--- config.mk ---
export PLATFORM = sky130hd
export DESIGN_NAME = audio_routing_mixer_unit
export DESIGN_NICKNAME = d
export VERILOG_FILES = /design/src/rtl/core/arm_pkg.sv /design/src/rtl/core/arm_ram.sv /design/src/rtl/core/audio_routing_mixer_unit.sv
export VERILOG_INCLUDE_DIRS = /design/src /design/src/rtl/core
export SDC_FILE = /design/constraint.sdc
export NUM_CORES = 1
export LEC_CHECK = 0
export BUFFER_PORTS_ARGS = -buffer_cell sky130_fd_sc_hd__buf_2
export CAP_MARGIN = 20
export CORE_UTILIZATION = 40
export CTS_BUF_LIST = sky130_fd_sc_hd__clkbuf_8
export CTS_CLUSTER_DIAMETER = 60
export DETAILED_ROUTE_END_ITERATION = 16
export PLACE_DENSITY = 0.54
export SLEW_MARGIN = 30
export SYNTH_ARGS = -nofsm -noshare
export SYNTH_HDL_FRONTEND = slang
export SYNTH_SLANG_ARGS = --single-unit
--- constraint.sdc ---
create_clock -name clk -period 14.1 [get_ports clk]
set_input_delay 0.705 -clock clk [delete_from_list [all_inputs] [get_ports clk]]
set_output_delay 0.705 -clock clk [all_outputs]
set_load 0.05 [all_outputs]
--- src/rtl/core/audio_routing_mixer_unit_macros.svh ---
`ifndef AUDIO_ROUTING_MIXER_UNIT_MACROS_SVH
`define AUDIO_ROUTING_MIXER_UNIT_MACROS_SVH

// Concurrent checks clocked on clk and held off while rst_n is low.
// The enclosing module must have signals named clk and rst_n.

// Same-cycle implication.
`define ARM_ASSERT_IMP(lbl, ante, cons) \
    lbl: assert property (@(posedge clk) disable iff (!rst_n) (ante) |-> (cons)) \
        else $error("mixer check failed: same-cycle implication");

// Next-cycle implication.
`define ARM_ASSERT_NXT(lbl, ante, cons) \
    lbl: assert property (@(posedge clk) disable iff (!rst_n) (ante) |=> (cons)) \
        else $error("mixer check failed: next-cycle implication");

`endif

--- src/rtl/core/arm_pkg.sv ---
package arm_pkg;

    // Fixed field widths of the ports.
    localparam int SRC_W      = 2;
    localparam int SCH_W      = 3;
    localparam int SAMPLE_W   = 16;
    localparam int OCH_W      = 3;
    localparam int ACTIVE_W   = 4;
    localparam int SET_W      = 24;
    localparam int MASK_W     = 8;
    localparam int GAIN_W     = 16;
    localparam int PROD_W     = 32;
    localparam int ACC_W      = 40;
    localparam int FRAC_BITS  = 14;
    localparam int CFG_IDX_W  = 3;
    localparam int SRC_SLOTS  = 4;

    // Configuration register indexes.
    localparam logic [CFG_IDX_W-1:0] REG_ACTIVE   = 3'd0;
    localparam logic [CFG_IDX_W-1:0] REG_SRC_BASE = 3'd1;

    localparam logic [ACTIVE_W-1:0] ACTIVE_RESET  = 4'd2;
    localparam logic [SET_W-1:0]    SETTING_RESET = 24'h400000;

    typedef enum logic [1:0] {
        ST_IDLE,
        ST_ACC,
        ST_READ,
        ST_LOAD
    } arm_state_t;

    typedef struct packed {
        logic             hit;
        logic [OCH_W-1:0] ch;
    } arm_route_t;

    // Output channel of the n-th set bit of the mask.
    function automatic arm_route_t arm_route(input logic [MASK_W-1:0] mask,
                                             input logic [SCH_W-1:0] n);
        arm_route_t r;
        logic [3:0] seen;
        r    = '0;
        seen = '0;
        for (int b = 0; b < MASK_W; b++)
        begin
            if (mask[b])
            begin
                if (seen == 4'(n) && !r.hit)
                begin
                    r.hit = 1'b1;
                    r.ch  = OCH_W'(b);
                end
                seen = seen + 4'd1;
            end
        end
        return r;
    endfunction

endpackage

--- src/rtl/core/arm_ram.sv ---
module arm_ram #(
    parameter int WIDTH = 40,
    parameter int DEPTH = 8
) (
    input  logic                                   clk,
    input  logic                                   we,
    input  logic [((DEPTH > 1) ? $clog2(DEPTH) : 1)-1:0] waddr,
    input  logic [WIDTH-1:0]                       wdata,
    input  logic                                   re,
    input  logic [((DEPTH > 1) ? $clog2(DEPTH) : 1)-1:0] raddr,
    output logic [WIDTH-1:0]                       rdata
);

    logic [WIDTH-1:0] mem [DEPTH];
    logic [WIDTH-1:0] rdata_reg;

    always_ff @(posedge clk)
    begin
        if (we)
        begin
            mem[waddr] <= wdata;
        end
        if (re)
        begin
            rdata_reg <= mem[raddr];
        end
    end

    assign rdata = rdata_reg;

endmodule

--- src/rtl/core/audio_routing_mixer_unit.sv ---
// Channel   Direction  Handshake              Carries
// in        input      in_valid / in_ready    source, source_channel, sample, frame_end
// out       output     out_valid / out_ready  out_channel, mixed_sample, last_of_frame
// cfg       input      cfg_we (no wait)       cfg_index, cfg_data
//
// In the transfer cycle of a sample the channel accumulator is read from the RAM and
// the gained product formed; the next cycle adds and writes the sum back.
// A frame end then passes through a RAM read and an output load for each active
// channel, each load waiting while the output register is stalled by out_ready.
// Reset clears control state only; accumulators read as zero through per-entry valid
// bits, all cleared when a frame's last channel is loaded or it ends with none active.
// A finished result waits in the output register while the next sample is taken.

`include "audio_routing_mixer_unit_macros.svh"

module audio_routing_mixer_unit #(
    parameter int MAX_OUT_CHANNELS = 8,
    parameter int SOURCE_COUNT     = 4,
    parameter int SAMPLE_WIDTH     = 16
) (
    input  logic                            clk,
    input  logic                            rst_n,

    input  logic                            cfg_we,
    input  logic [arm_pkg::CFG_IDX_W-1:0]   cfg_index,
    input  logic [arm_pkg::SET_W-1:0]       cfg_data,

    input  logic                            in_valid,
    output logic                            in_ready,
    input  logic [arm_pkg::SRC_W-1:0]       source,
    input  logic [arm_pkg::SCH_W-1:0]       source_channel,
    input  logic signed [arm_pkg::SAMPLE_W-1:0] sample,
    input  logic                            frame_end,

    output logic                            out_valid,
    input  logic                            out_ready,
    output logic [arm_pkg::OCH_W-1:0]       out_channel,
    output logic signed [arm_pkg::SAMPLE_W-1:0] mixed_sample,
    output logic                            last_of_frame
);

    import arm_pkg::*;

    localparam int AW = (MAX_OUT_CHANNELS > 1) ? $clog2(MAX_OUT_CHANNELS) : 1;
    localparam int EXT_W = ACC_W + 1;
    localparam int Q_W = EXT_W - FRAC_BITS;
    localparam logic [5:0] MAX_CH = 6'(MAX_OUT_CHANNELS);
    localparam logic [4:0] SRC_LIMIT = 5'(SOURCE_COUNT);
    localparam logic signed [Q_W-1:0] Q_HI = Q_W'((64'sd1 <<< (SAMPLE_WIDTH - 1)) - 64'sd1);
    localparam logic signed [Q_W-1:0] Q_LO = -Q_HI - Q_W'(1);
    localparam logic signed [EXT_W-1:0] ROUND_HALF = EXT_W'(64'sd1 <<< (FRAC_BITS - 1));
    localparam logic signed [EXT_W-1:0] ACC_MAX = EXT_W'((64'sd1 <<< (ACC_W - 1)) - 64'sd1);
    localparam logic signed [EXT_W-1:0] ACC_MIN = -ACC_MAX - EXT_W'(1);

    // Configuration registers. Only sources below SOURCE_COUNT are ever written.
    logic [ACTIVE_W-1:0] active_reg;
    logic [SET_W-1:0]    setting_reg [SRC_SLOTS];

    always_ff @(posedge clk or negedge rst_n)
    begin
        if (!rst_n)
        begin
            active_reg <= ACTIVE_RESET;
            for (int i = 0; i < SRC_SLOTS; i++)
            begin
                setting_reg[i] <= SETTING_RESET;
            end
        end
        else if (cfg_we)
        begin
            if (cfg_index == REG_ACTIVE)
            begin
                active_reg <= cfg_data[ACTIVE_W-1:0];
            end
            for (int i = 0; i < SRC_SLOTS; i++)
            begin
                if (i < SOURCE_COUNT && cfg_index == REG_SRC_BASE + CFG_IDX_W'(i))
                begin
                    setting_reg[i] <= cfg_data;
                end
            end
        end
    end

    // The active count is clamped to the accumulator depth.
    logic [5:0] act_eff;
    assign act_eff = ({2'b00, active_reg} > MAX_CH) ? MAX_CH : {2'b00, active_reg};

    // Input decode: route the compacted channel through the source mask and form the
    // gained product in Q.14.
    logic [SET_W-1:0]          sel_setting;
    logic signed [GAIN_W-1:0]  gain;
    arm_route_t                route;
    logic                      in_hit;
    logic signed [PROD_W-1:0]  in_prod;

    always_comb
    begin
        sel_setting = setting_reg[source];
        gain        = sel_setting[SET_W-1:MASK_W];
        route       = arm_route(sel_setting[MASK_W-1:0], source_channel);
        in_hit      = ({3'b000, source} < SRC_LIMIT) && route.hit
                      && ({3'b000, route.ch} < act_eff);
        in_prod     = sample * gain;
    end

    // Control state.
    arm_state_t          state_reg, state_next;
    logic [3:0]          idx_reg, idx_next;
    logic                hit_reg;
    logic                fend_reg;
    logic [AW-1:0]       ch_reg;
    logic signed [PROD_W-1:0] prod_reg;
    logic [MAX_OUT_CHANNELS-1:0] valid_reg;
    logic                rd_valid_reg;

    logic                out_valid_reg;
    logic [OCH_W-1:0]    out_channel_reg;
    logic signed [SAMPLE_W-1:0] mixed_reg;
    logic                last_reg;

    // Handshake and RAM control.
    logic          in_fire;
    logic          mem_re;
    logic [AW-1:0] mem_raddr;
    logic          mem_we;
    logic          out_load;
    logic          emit_last;
    logic          clear_all;

    always_comb
    begin
        in_ready  = (state_reg == ST_IDLE);
        in_fire   = in_valid && in_ready;
        mem_re    = in_fire || (state_reg == ST_READ);
        mem_raddr = (state_reg == ST_READ) ? AW'(idx_reg) : AW'(route.ch);
        mem_we    = (state_reg == ST_ACC) && hit_reg;
        out_load  = (state_reg == ST_LOAD) && (!out_valid_reg || out_ready);
        emit_last = ({2'b00, idx_reg} + 6'd1) == act_eff;
        clear_all = ((state_reg == ST_ACC) && fend_reg && (act_eff == 6'd0))
                    || (out_load && emit_last);
    end

    always_comb
    begin
        state_next = state_reg;
        case (state_reg)
            ST_IDLE:
            begin
                if (in_fire)
                begin
                    state_next = ST_ACC;
                end
            end
            ST_ACC:
            begin
                if (fend_reg && act_eff != 6'd0)
                begin
                    state_next = ST_READ;
                end
                else
                begin
                    state_next = ST_IDLE;
                end
            end
            ST_READ:
            begin
                state_next = ST_LOAD;
            end
            ST_LOAD:
            begin
                if (out_load)
                begin
                    state_next = emit_last ? ST_IDLE : ST_READ;
                end
            end
            default:
            begin
                state_next = ST_IDLE;
            end
        endcase
    end

    always_comb
    begin
        idx_next = idx_reg;
        if (state_reg == ST_ACC)
        begin
            idx_next = '0;
        end
        else if (out_load && !emit_last)
        begin
            idx_next = idx_reg + 4'd1;
        end
    end

    always_ff @(posedge clk or negedge rst_n)
    begin
        if (!rst_n)
        begin
            state_reg    <= ST_IDLE;
            idx_reg      <= '0;
            hit_reg      <= 1'b0;
            fend_reg     <= 1'b0;
            valid_reg    <= '0;
            rd_valid_reg <= 1'b0;
        end
        else
        begin
            state_reg <= state_next;
            idx_reg   <= idx_next;
            if (in_fire)
            begin
                hit_reg  <= in_hit;
                fend_reg <= frame_end;
            end
            if (mem_re)
            begin
                rd_valid_reg <= valid_reg[mem_raddr];
            end
            if (clear_all)
            begin
                valid_reg <= '0;
            end
            else if (mem_we)
            begin
                valid_reg[ch_reg] <= 1'b1;
            end
        end
    end

    always_ff @(posedge clk)
    begin
        if (in_fire)
        begin
            ch_reg   <= AW'(route.ch);
            prod_reg <= in_prod;
        end
    end

    // Accumulator RAM. An entry whose valid bit is clear reads as zero.
    logic [ACC_W-1:0]         mem_rdata;
    logic [ACC_W-1:0]         mem_wdata;
    logic signed [ACC_W-1:0]  acc_rd;
    logic signed [EXT_W-1:0]  acc_sum;
    logic signed [EXT_W-1:0]  acc_rnd;
    logic signed [Q_W-1:0]    q_val;
    logic signed [SAMPLE_WIDTH-1:0] q_sat;

    arm_ram #(
        .WIDTH (ACC_W),
        .DEPTH (MAX_OUT_CHANNELS)
    ) u_acc_ram (
        .clk   (clk),
        .we    (mem_we),
        .waddr (ch_reg),
        .wdata (mem_wdata),
        .re    (mem_re),
        .raddr (mem_raddr),
        .rdata (mem_rdata)
    );

    always_comb
    begin
        acc_rd  = rd_valid_reg ? $signed(mem_rdata) : '0;

        // Saturating add of the product into the 40-bit sum.
        acc_sum = EXT_W'(acc_rd) + EXT_W'(prod_reg);
        if (acc_sum > ACC_MAX)
        begin
            mem_wdata = ACC_MAX[ACC_W-1:0];
        end
        else if (acc_sum < ACC_MIN)
        begin
            mem_wdata = ACC_MIN[ACC_W-1:0];
        end
        else
        begin
            mem_wdata = acc_sum[ACC_W-1:0];
        end

        // Round half up, drop the fraction, saturate to the sample range.
        acc_rnd = EXT_W'(acc_rd) + ROUND_HALF;
        q_val   = acc_rnd[EXT_W-1:FRAC_BITS];
        if (q_val > Q_HI)
        begin
            q_sat = Q_HI[SAMPLE_WIDTH-1:0];
        end
        else if (q_val < Q_LO)
        begin
            q_sat = Q_LO[SAMPLE_WIDTH-1:0];
        end
        else
        begin
            q_sat = q_val[SAMPLE_WIDTH-1:0];
        end
    end

    // Output register: holds a result until its transfer while the input side goes on.
    always_ff @(posedge clk or negedge rst_n)
    begin
        if (!rst_n)
        begin
            out_valid_reg <= 1'b0;
        end
        else if (out_load)
        begin
            out_valid_reg <= 1'b1;
        end
        else if (out_ready)
        begin
            out_valid_reg <= 1'b0;
        end
    end

    always_ff @(posedge clk)
    begin
        if (out_load)
        begin
            out_channel_reg <= idx_reg[OCH_W-1:0];
            mixed_reg       <= SAMPLE_W'(q_sat);
            last_reg        <= emit_last;
        end
    end

    assign out_valid     = out_valid_reg;
    assign out_channel   = out_channel_reg;
    assign mixed_sample  = mixed_reg;
    assign last_of_frame = last_reg;

    // The emission counter never runs past the active channel count.
    `ARM_ASSERT_IMP(a_idx_in_range, (state_reg == ST_READ || state_reg == ST_LOAD),
                    ({2'b00, idx_reg} < act_eff))
    // After the last channel of a frame is loaded, every accumulator reads as zero.
    `ARM_ASSERT_NXT(a_clear_after_frame, (out_load && emit_last), (valid_reg == '0))
    // The final result of a frame carries the highest active channel.
    `ARM_ASSERT_IMP(a_last_channel, (out_valid && last_of_frame),
                    ({3'b000, out_channel} == act_eff - 6'd1))
    // A write-back only targets a channel inside the active range.
    `ARM_ASSERT_IMP(a_write_active, mem_we, ({{(6-AW){1'b0}}, ch_reg} < act_eff))

endmodule

==> results <==
- The multi-input combinational cells in the finished layout cover a total of about 17,000 um2.
- Of all nets on the critical path, the largest fanout is 25.
- For this run, asynchronously set or reset flops after synthesis account for 0.221.
- The met2 track utilization from global routing is 0.323.
- The setup TNS is 0 ns.
- STA classifies the critical path startpoint as an input pin.
- The clock buffer count from CTS is 93.
- The sequential area share after synthesis is 0.448.
- The routed design has just under 80,000 um of wire.
- The met1 capacity usage during global routing is 0.247.
- The number of top-level pins is between 70 and 80.
- The global route total overflow is 0.
- The final hold slack is 0.0661 ns.
- For this run, global-route usage on met3 was measured as 0.0290.
- Measured along the x axis, the die boundary spans about 300 um.
- STA classifies the critical path endpoint as a flip-flop.
- The flow ran to the end, and the final reports show no timing, DRC or antenna violations.
- For this run, the leading register cell type out of synthesis is sky130_fd_sc_hd__edfxtp_1.
- The number of failing hold endpoints at the final stage came to 0.
- The weighted congestion at the end of routability-driven global placement is approximately 0.9.
- The number of global-route vias before repair is about 22,000.
- The arrival time of data at the critical path endpoint is between 8 and 9 ns.
- The area occupied by registers is between 15,000 and 20,000 um2.
- The number of synthesized register bits is ~530.
- The post-cts hold buffer count is 0.
- Setup violations remaining at the end of the flow were counted as 0.
- The final core utilization is 0.444.
- The total iterations of the first detailed-routing run is 5.
- The top cell type's share of synthesized area is 0.362.
- The die is just under 300 um tall.
- Setup repair after global routing left no endpoint under its margin.
- The later pin in the worst-skew pair is clocked with a latency of 0.72 ns.
- Clock-pin slew was measured on the worst setup and hold paths at around 0.050 ns.
- For this run, the post-layout net count is around 3,200.
- After the first detailed-routing iteration, the DRC count stood at 1,016.
- The count of buffers added by post-CTS timing repair for setup is 0.
- The longest clock path from root to sink contains 3 buffers.
- In this run, synthesis inferred between 400 and 500 flip-flops with an integrated enable.
- The most common cell in the synthesized netlist is sky130_fd_sc_hd__edfxtp_1.
- The critical path is of the input pin to flip-flop type.
- In this run the tightest slew margin relative to its limit is 0.358.
- In this run, distinct cell masters in the synthesized netlist total 83.
- The tool flagged a number of max-cap violations equal to 0.
- Synthesis produced between 2,000 and 3,000 cells.
- The number of clock sinks is between 500 and 600.
- Entering global routing, the biggest net connects 62 pins.
- The initial utilization of the core area, before any placement, comes to 0.404.
- Counting every net in the synthesized netlist gives 3,091.
- Of the cells placed in the final design, the portion with a size suffix greater than 1 is 0.166.
- The netlist area before placement is approximately 34,000 um2.
- Between clock sinks in the finished design, the worst skew comes to about 0.048 ns.
- Compared with the post-synthesis result, the final layout area differs by 9.91%.
- The routed design could run at a clock period as short as between 7 and 8 ns.
- The launching element of the worst setup path is source[0].
- The first global-routing pass estimated approximately 130,000 um of wire.
- The slew at the pin with the worst max-slew slack is about 0.95 ns.
- Ranked by total cell area, the synthesized netlist is headed by sky130_fd_sc_hd__edfxtp_1, sky130_fd_sc_hd__fa_1, sky130_fd_sc_hd__dfrtp_1.
- The post-route DRC violation count is 0.
- After synthesis, the most frequently instantiated cells are sky130_fd_sc_hd__edfxtp_1, sky130_fd_sc_hd__inv_1, sky130_fd_sc_hd__fa_1.
- The startpoint identified for the worst register-to-register timing path is setting_reg[9].
- TritonCTS built the clock tree.
- The core region is around 85,000 um2.
- The number of synthesis warnings is 0.
- The tree is rooted in a sky130_fd_sc_hd__clkbuf_8.
- The number of port buffers is 75.
- The die covers 87,200 um2.
- In the finished design, the share of the clock period the worst path needs comes to 0.539.
- The routed length per instance is between 20 and 25 um.
- The post-cts resize count is 0.
- The per-cell via count in the routed design is roughly 5.2.
- Based on the critical path, the design can be clocked at up to between 100 and 150 MHz.
- The initial antenna violation count is 5.
- The total half-perimeter wirelength after legalization and detailed placement is roughly 53,000 um.
- The H-tree was split into 3 levels.
- The path class of the lowest-slack min-delay path is input pin to async pin.
- met2 is the most crowded layer.
- The number of core rows is ~110.
- The overall via count from detail_route is about 20,000.
- Averaged over all synthesized cells, the footprint is approximately 13 um2.
- The filler cell count in the final layout is about 8,000.
- The cell type with the highest aggregate area in the netlist is sky130_fd_sc_hd__edfxtp_1.
- The total track usage is 0.188.
- The count of nets left with antenna violations once routing finished came out at 0.
- The number of pins exceeding their max-slew limit in the final report is 0.
- The register with the most flip-flops in the layout has 320 of them.
- The data required time of the critical path is between 10 and 15 ns.
## layout make-up
class / instances / share of cell area
clock inverter: 72 / 0.0127
timing repair buffer: 100 / 0.0150
sequential: 533 / 0.408
tap: 1144 / 0.0378
multi-input combinational: 1644 / 0.456
antenna: 3 / 0.000198
clock buffer: 96 / 0.0349
inverter: 362 / 0.0359
## final timing paths
kind,endpoint,slack [ns],cells after the start
worst max-delay path,prod_reg[31],6.50,23
worst min-delay path,setting_reg[68],0.07,1
worst max register to register,prod_reg[31],6.70,22
worst min register to register,valid_reg[7],0.49,1
max in group asynchronous,active_reg[2],12.70,2
min in group clk,fend_reg,0.23,2
## through the flow
| stage | setup slack [ns] | area [um2] | instances |
|---|---|---|---|
| final | 6.50 | 37800 | 3954 |
| after detailed placement | 5.43 | 36000 | 3782 |
| after floorplan | 5.77 | 34400 | 2642 |
| after global routing | 6.05 | 37800 | 3953 |
| after global placement | 5.52 | 36000 | 3782 |
| after CTS | 6.20 | 37800 | 3950 |
## worst max-delay path, cell delays in order
cell and delay [ns]:
sky130_fd_sc_hd__buf_4 0.42, sky130_fd_sc_hd__mux4_2 0.77, sky130_fd_sc_hd__nand2_1 0.19, sky130_fd_sc_hd__inv_1 0.10
sky130_fd_sc_hd__fa_1 0.52, sky130_fd_sc_hd__inv_1 0.13, sky130_fd_sc_hd__fa_1 0.55, sky130_fd_sc_hd__inv_1 0.05
sky130_fd_sc_hd__fa_1 0.52, sky130_fd_sc_hd__fa_1 0.44, sky130_fd_sc_hd__fa_1 0.55, sky130_fd_sc_hd__inv_1 0.05
sky130_fd_sc_hd__fa_1 0.53, sky130_fd_sc_hd__inv_1 0.04, sky130_fd_sc_hd__ha_1 0.34, sky130_fd_sc_hd__nand3_1 0.13
sky130_fd_sc_hd__nor2_1 0.18, sky130_fd_sc_hd__and4_1 0.22, sky130_fd_sc_hd__a21oi_1 0.11, sky130_fd_sc_hd__a2111oi_0 0.80
sky130_fd_sc_hd__a41o_1 0.32, sky130_fd_sc_hd__o221ai_1 0.16, sky130_fd_sc_hd__xnor2_1 0.16
## cell usage in the layout, fill, tap and decap left out, types with 12 or more instances in the layout
cell type / Yosys / final
sky130_fd_sc_hd__edfxtp_1: 415 / 415
sky130_fd_sc_hd__ha_1: 132 / 132
sky130_fd_sc_hd__xnor2_1: 72 / 72
sky130_fd_sc_hd__inv_1: 361 / 391
sky130_fd_sc_hd__nor2_1: 64 / 56
sky130_fd_sc_hd__mux4_2: 57 / 57
sky130_fd_sc_hd__dfrtp_1: 113 / 113
sky130_fd_sc_hd__nand2_1: 195 / 195
sky130_fd_sc_hd__xor2_1: 35 / 35
sky130_fd_sc_hd__nand4_1: 12 / 12
sky130_fd_sc_hd__a21o_1: 34 / 34
sky130_fd_sc_hd__buf_2: 5 / 73
sky130_fd_sc_hd__nor3_1: 19 / 16
sky130_fd_sc_hd__clkbuf_8: 0 / 96
sky130_fd_sc_hd__buf_4: 1 / 26
sky130_fd_sc_hd__nor2b_1: 15 / 14
sky130_fd_sc_hd__mux2_2: 141 / 141
sky130_fd_sc_hd__and2_1: 163 / 163
sky130_fd_sc_hd__nand2b_1: 24 / 24
sky130_fd_sc_hd__fa_1: 263 / 263
sky130_fd_sc_hd__mux4_1: 46 / 46
sky130_fd_sc_hd__o21a_1: 17 / 17
sky130_fd_sc_hd__mux2i_1: 13 / 12
sky130_fd_sc_hd__o21ai_0: 75 / 73
sky130_fd_sc_hd__clkinv_1: 0 / 14
sky130_fd_sc_hd__o21bai_1: 16 / 16
sky130_fd_sc_hd__a21oi_1: 93 / 92
sky130_fd_sc_hd__nand3_1: 25 / 24
## cell families (layout without fill, tap and decap cells)
family                     Yosys count  in the layout  share of synthesized area
AOI/OAI and AO/OA                  307            307                     0.0566
xor gates and xnor gates           114            114                     0.0318
adders and majority gates          395            395                      0.201
buffers and inverters              465            630                     0.0547
DFF                                533            533                      0.448
muxes                              259            259                      0.123
other                                0              3                          0
and+or+nand+nor                    569            569                     0.0847
## per-layer routing
metal,vias up,part of all wire
met2,406,0.50
met1,10567,0.44
met4,4,0.019
met3,112,0.042
met5,-,0.00034
li1,9388,-
Power is not shown: default switching activity piles up to over one toggle a cycle in this logic, so the estimate is an artifact.
